<file path="src/hdl/mcjs_pkg.sv">
package mcjs_pkg;

  localparam int MaxCoresDef   = 16;
  localparam int QueueDepthDef = 64;

  localparam logic [2:0] SchFcfs = 3'd0;
  localparam logic [2:0] SchSjf  = 3'd1;
  localparam logic [2:0] SchPsjf = 3'd2;
  localparam logic [2:0] SchPri  = 3'd3;
  localparam logic [2:0] SchPpri = 3'd4;
  localparam logic [2:0] SchRr   = 3'd5;

  localparam logic RegScheme = 1'b0;
  localparam logic RegCores  = 1'b1;

  typedef enum logic [1:0] {
    OP_NEW     = 2'd0,
    OP_FINISH  = 2'd1,
    OP_QUANTUM = 2'd2,
    OP_QUERY   = 2'd3
  } opcode_e;

  typedef struct packed {
    logic [15:0] job;
    logic [15:0] prio;
    logic [31:0] arrival;
    logic [31:0] left;
    logic [31:0] needed;
    logic        started;
    logic [31:0] start_time;
  } job_rec_t;

  typedef enum logic [3:0] {
    S_IDLE,
    S_DECIDE,
    S_SCAN,
    S_INS_READ,
    S_INS_CMP,
    S_FIN,
    S_HEAD_USE,
    S_Q_CMP,
    S_EMIT
  } state_e;

  typedef enum logic [3:0] {
    DP_NONE,
    DP_LOAD,
    DP_PLACE_NEW,
    DP_OVF,
    DP_SCAN_INIT,
    DP_SCAN_STEP,
    DP_PREEMPT,
    DP_INS_NEW,
    DP_INS_READ,
    DP_INS_CMP,
    DP_FINISH,
    DP_HEAD_READ,
    DP_PUT_HEAD,
    DP_KEEP,
    DP_EMIT
  } dp_op_e;

  typedef struct packed {
    dp_op_e op;
    logic   requeue;
  } dp_cmd_t;

  typedef struct packed {
    opcode_e op;
    logic    core_ok;
    logic    core_busy;
    logic    has_idle;
    logic    q_full;
    logic    q_empty;
    logic    preemptive;
    logic    scan_done;
    logic    beat;
    logic    pos_zero;
    logic    ins_shift;
    logic    keep;
    logic    out_free;
  } dp_stat_t;

  // strict: a ranks ahead of b
  function automatic logic rank_ahead(job_rec_t a, job_rec_t b, logic [2:0] sch);
    logic ahead;
    ahead = 1'b0;
    case (sch) inside
      SchSjf, SchPsjf: begin
        if (a.left != b.left) ahead = a.left < b.left;
        else ahead = a.arrival < b.arrival;
      end
      SchPri, SchPpri: begin
        if (a.prio != b.prio) ahead = a.prio < b.prio;
        else ahead = a.arrival < b.arrival;
      end
      SchRr: ahead = 1'b0;
      default: ahead = a.arrival < b.arrival;
    endcase
    return ahead;
  endfunction

endpackage

</file>
<file path="src/hdl/mcjs_ctrl.sv">
module mcjs_ctrl (
  input  logic               clk_i,
  input  logic               rst_ni,
  input  logic               in_valid_i,
  output logic               in_stall_o,
  input  mcjs_pkg::dp_stat_t stat_i,
  output mcjs_pkg::dp_cmd_t  cmd_o
);
  import mcjs_pkg::*;

  state_e state_q, state_d;

  always_ff @(posedge clk_i or negedge rst_ni) begin
    if (!rst_ni) begin
      state_q <= S_IDLE;
    end else begin
      state_q <= state_d;
    end
  end

  assign in_stall_o = (state_q != S_IDLE);

  always_comb begin
    state_d       = state_q;
    cmd_o.op      = DP_NONE;
    cmd_o.requeue = 1'b0;
    unique case (state_q)
      S_IDLE: begin
        if (in_valid_i) begin
          cmd_o.op = DP_LOAD;
          state_d  = S_DECIDE;
        end
      end
      S_DECIDE: begin
        state_d = S_EMIT;
        unique case (stat_i.op)
          OP_NEW: begin
            if (stat_i.has_idle) begin
              cmd_o.op = DP_PLACE_NEW;
            end else if (stat_i.q_full) begin
              cmd_o.op = DP_OVF;
            end else if (stat_i.preemptive) begin
              cmd_o.op = DP_SCAN_INIT;
              state_d  = S_SCAN;
            end else begin
              cmd_o.op = DP_INS_NEW;
              state_d  = S_INS_READ;
            end
          end
          OP_FINISH: begin
            if (stat_i.core_ok && stat_i.core_busy) begin
              cmd_o.op = DP_FINISH;
              state_d  = S_FIN;
            end
          end
          OP_QUANTUM: begin
            if (stat_i.core_ok && !stat_i.q_empty) begin
              cmd_o.op = DP_HEAD_READ;
              state_d  = stat_i.core_busy ? S_Q_CMP : S_HEAD_USE;
            end else if (stat_i.core_ok && stat_i.core_busy) begin
              cmd_o.op = DP_KEEP;
            end
          end
          default: ;
        endcase
      end
      S_SCAN: begin
        if (!stat_i.scan_done) begin
          cmd_o.op = DP_SCAN_STEP;
        end else begin
          cmd_o.op = stat_i.beat ? DP_PREEMPT : DP_INS_NEW;
          state_d  = S_INS_READ;
        end
      end
      S_INS_READ: begin
        cmd_o.op = DP_INS_READ;
        state_d  = stat_i.pos_zero ? S_EMIT : S_INS_CMP;
      end
      S_INS_CMP: begin
        cmd_o.op = DP_INS_CMP;
        state_d  = stat_i.ins_shift ? S_INS_READ : S_EMIT;
      end
      S_FIN: begin
        if (stat_i.q_empty) begin
          state_d = S_EMIT;
        end else begin
          cmd_o.op = DP_HEAD_READ;
          state_d  = S_HEAD_USE;
        end
      end
      S_HEAD_USE: begin
        cmd_o.op = DP_PUT_HEAD;
        state_d  = S_EMIT;
      end
      S_Q_CMP: begin
        if (stat_i.keep) begin
          cmd_o.op = DP_KEEP;
          state_d  = S_EMIT;
        end else begin
          cmd_o.op      = DP_PUT_HEAD;
          cmd_o.requeue = 1'b1;
          state_d       = S_INS_READ;
        end
      end
      S_EMIT: begin
        if (stat_i.out_free) begin
          cmd_o.op = DP_EMIT;
          state_d  = S_IDLE;
        end
      end
      default: state_d = S_IDLE;
    endcase
  end

endmodule

</file>
<file path="config.mk">
export PLATFORM = sky130hd
export DESIGN_NAME = mcjs_ctrl
export DESIGN_NICKNAME = d
export VERILOG_FILES = /design/src/hdl/mcjs_pkg.sv /design/src/hdl/mcjs_ctrl.sv
export SDC_FILE = /design/constraint.sdc
export NUM_CORES = 1
export LEC_CHECK = 0
export ABC_CLOCK_PERIOD_IN_PS = 3700
export BUFFER_PORTS_ARGS = -buffer_cell sky130_fd_sc_hd__buf_2
export CAP_MARGIN = 20
export CORE_MARGIN = 2
export CORE_UTILIZATION = 40
export DETAILED_ROUTE_END_ITERATION = 16
export GPL_TIMING_DRIVEN = 0
export HOLD_SLACK_MARGIN = 0.05
export PLACE_DENSITY = 0.75
export REMOVE_ABC_BUFFERS = 1
export SLEW_MARGIN = 25
export SYNTH_ARGS = -nofsm -noshare
export SYNTH_HDL_FRONTEND = slang
export SYNTH_SLANG_ARGS = --single-unit
</file>
<file path="constraint.sdc">
create_clock -name clk_i -period 3.7 [get_ports clk_i]
set_clock_uncertainty 0.1 [all_clocks]
set_input_delay 0.555 -clock clk_i [delete_from_list [all_inputs] [get_ports clk_i]]
set_output_delay 0.555 -clock clk_i [all_outputs]
set_load 0.01 [all_outputs]
</file>
Yosys cells after proc, flatten, opt, wreduce, memory -nomap -nowiden --
Cells that the tools add are included. Widths: inputs -> output; s select.
Operators by class: mux-type cells 31, equality and inequality tests 13, reductions and logical operators 7
Operators by type and width (number):
- $pmux 4 s9 | 2
- $mux 4 | 16
- $pmux 4 s3 | 2
- $eq 4x3->1 const B | 4
- $eq 4x2->1 const B | 2
- $mux 1 | 7
- $mux 3 | 2
- $ne 2x2->1 const B | 3
- $eq 4x1->1 const B | 1
- $eq 4x4->1 const B | 1
- $logic_not 4->1 | 1
- $mux 2 | 2
- $reduce_bool 4->1 | 1
- $reduce_and 3->1 | 1
- $eq 2x1->1 const B | 1
- $eq 2x2->1 const B | 1
- $logic_and 1x1->1 | 2
- $logic_not 2->1 | 1
- $logic_not 1->1 | 1
Word-level totals: word-level logic and storage cells 52, bits of input ports 17, output and inout bits 6, flip-flop bits (word level) 4

Depth between registers and ports, before layout --
word-level depth 5, depth in mapped cells 5, depth with buffers taken out 4

Least setup slack after synthesis --
Ideal clock, no wire load.
path type input to output, start point in stat_i[13] (netlist bit), end point out cmd_o[2] (netlist bit), setup slack 1463 ps, arrival 1582 ps, data required time 3045 ps, buffers on the path 1, stages 5, path through buf_2 > and3b_1 > o21ai_0 > o31ai_1 > a221o_2
RTL lines:
- from (decl) | line mcjs_ctrl.sv:6 | input mcjs_pkg::dp_stat_t stat_i,
- to (decl) | line mcjs_ctrl.sv:7 | output mcjs_pkg::dp_cmd_t cmd_o

==> flow_summary.json <==
{
  "antenna_found_initial": 0,
  "yosys.cell_types.count": 40,
  "grt_first_pass_wirelength_um": 2815,
  "synth_edf_count": 0,
  "drv_cap": 0,
  "final_nets": 127,
  "dr.pass1.iters": 4,
  "vias": 742,
  "syn_area_per_cell_um2": 7.353,
  "nFillCells": 155,
  "postRouteAntennaNets": 0,
  "yosysSeqAreaShare": 0.1530,
  "clk_path_buf_depth": 2,
  "boundaryPins": 23,
  "drive_gt1_frac": 0.3241,
  "yosysMostFrequentCell": "nor2_1",
  "crit_path_end_kind": "output port",
  "die_area_um2": 1975,
  "start_kind": "flop",
  "num_rows": 14,
  "grt_overflow": 0,
  "crit_fanout": 14,
  "syn-cell-area_um2": 654.4,
  "gp_congestion": 0.8053,
  "synth_common_cells": "nor2_1 (9), a21oi_1 (6), nand2b_1 (6), inv_1 (5)",
  "worst_pin_slew_ns": 0.5388,
  "min-delay-path-class": "reg2reg",
  "slew_viol_final": 0,
  "grt_usage": 0.1988,
  "drtIter0Drc": 23,
  "slew_headroom": 0.6408,
  "clock-sinks": 4,
  "vias_per_cell": 5.984,
  "grt_setup_unrepaired": "no",
  "wl_um": 1761,
  "min_period_ns": 2.647,
  "critPathKind": "reg2out",
  "finalHoldViolations": 0,
  "drcViolationCount": 0,
  "dp.cells": 120,
  "io_buffers": 22,
  "clkTransAtPathRegs_ns": 0.04,
  "die_y_um": 44.45,
  "critPathArrivalTime_ns": 1.99,
  "wl_per_cell_um": 14.20,
  "grt_max_degree": 20,
  "synth-seq-cells": 4,
  "max_freq_mhz": 377.7,
  "grt_pass1_vias": 644,
  "power_density_nw_per_um2": 599.8,
  "worstSkewPairLatency_ns": 0.24,
  "yosys_warnings": 0,
  "post_cts_resized": 0,
  "die_x_um": 44.45,
  "synth_top_area_cell": "dfrtp_1",
  "num_antenna_cells": 0,
  "min_to": "state_q[0]",
  "synthFlopType": "dfrtp_1",
  "finalPower_uw": 466.8,
  "ff2ff_path_depth": 4,
  "worstPathRequired_ns": 3.04,
  "largest_reg_flops": 4,
  "whs_ns": 0.5268,
  "top_register": "state_q",
  "status": "finished clean",
  "min_path_cells": 1,
  "core_area_um2": 1524,
  "synthCells": 89,
  "dp_hpwl_um": 1254,
  "reg2reg_slack_ns": 1.82,
  "top_regs": "state_q (4)",
  "fin_cells": 124,
  "clockRootBuffer": "clkbuf_4",
  "hold_start": "state_q[3]",
  "cts_buffers": 3,
  "cts_tree": "done",
  "synth_area_leaders": "dfrtp_1 (15%), nand2b_1 (5.7%), nor2_1 (5.2%)",
  "area_growth_pct": 18.93,
  "async_flop_share": 1.000,
  "r2r_end": "state_q[0]",
  "total_leakage_power_uw": 0.0003424,
  "setup_tns_ns": 0,
  "finalCritPeriodShare": 0.7155,
  "r2r-start": "state_q[1]",
  "synth_top_area_frac": 0.1530,
  "cts.htree.levels": 1,
  "setup_violations": 0,
  "start_util": 0.4294,
  "ir_drop_v": 0.0002905
}
[kinds of logic after synthesis]
family	synth area share
compound gates	0.3595
mux	0.01530
buf+inv	0.08795
flops	0.1530
simple gates	0.3843
[stage by stage]
stage	area [um^2]	setup WS (ns)	util
after detailed placement	745.7	1.159	0.4893
after global placement	745.7	1.177	0.4893
after CTS	778.2	1.056	0.5107
after floorplan	615.6	1.497	-
final	778.2	1.053	0.5107
after global routing	778.2	0.9084	0.5107
[worst max path at each step]
stage	start	to	slack, ns	cells past startpoint
finish	state_q[0]	cmd_o[4]	1.05	5
global route	state_q[0]	cmd_o[4]	0.91	5
CTS	state_q[0]	cmd_o[4]	1.06	5
detailed placement	stat_i[13]	cmd_o[2]	1.16	6
global placement	stat_i[13]	cmd_o[2]	1.18	6
floorplan	stat_i[0]	cmd_o[4]	1.50	4
[worst max-delay path, cell delays in order, from the launching register on]
cell and delay (ns):
dfrtp_1 0.50, or4bb_2 0.67, o21ai_0 0.09, nor2b_1 0.21, o21bai_1 0.13, buf_2 0.14
[cells in the final DEF (no fill, tap or decap), types with 2 or more instances in the layout]
master / count
nand2b_1: 6
o21ai_0: 4
a31oi_1: 3
nor2b_1: 4
o21bai_1: 2
clkbuf_4: 3
o31ai_1: 3
a221o_2: 2
inv_1: 5
buf_2: 22
nand3b_1: 2
dfrtp_1: 4
nand3_1: 2
nor3b_1: 4
or4_1: 2
nor3_1: 2
nor2_1: 9
nand2_1: 3
a21oi_1: 6
[area by class of cell]
class                      count  area [um^2]  area share
clock buffer                   3        22.52     0.02894
inverter                       5        18.77     0.02412
multi-input combinational     73        496.7      0.6383
sequential                     4        100.1      0.1286
tap                           16        20.02     0.02572
timing repair buffer          23        120.1      0.1543
[repair_timing]
item                                   4_1_cts  5_1_grt
hold buffers                                 1        0
endpoints found under the hold margin        4        0
setup buffers                                0        0
[report_power, final]
group | switching, uW | internal, uW
registers | 58.8 | 60.1
clock network | 18.8 | 36.3
logic | 147 | 146
total | 224 | 243
[per-layer routing]
layer / vias to the layer above / global-route usage / wire length, um
met5: - / 0 / 0
met4: 0 / 0.1030 / 48
met3: 6 / 0.06122 / 124
met2: 36 / 0.2824 / 778
met1: 328 / 0.2678 / 809
li1: 372 / - / -
Note: power is estimated with default switching activity, not from simulation.
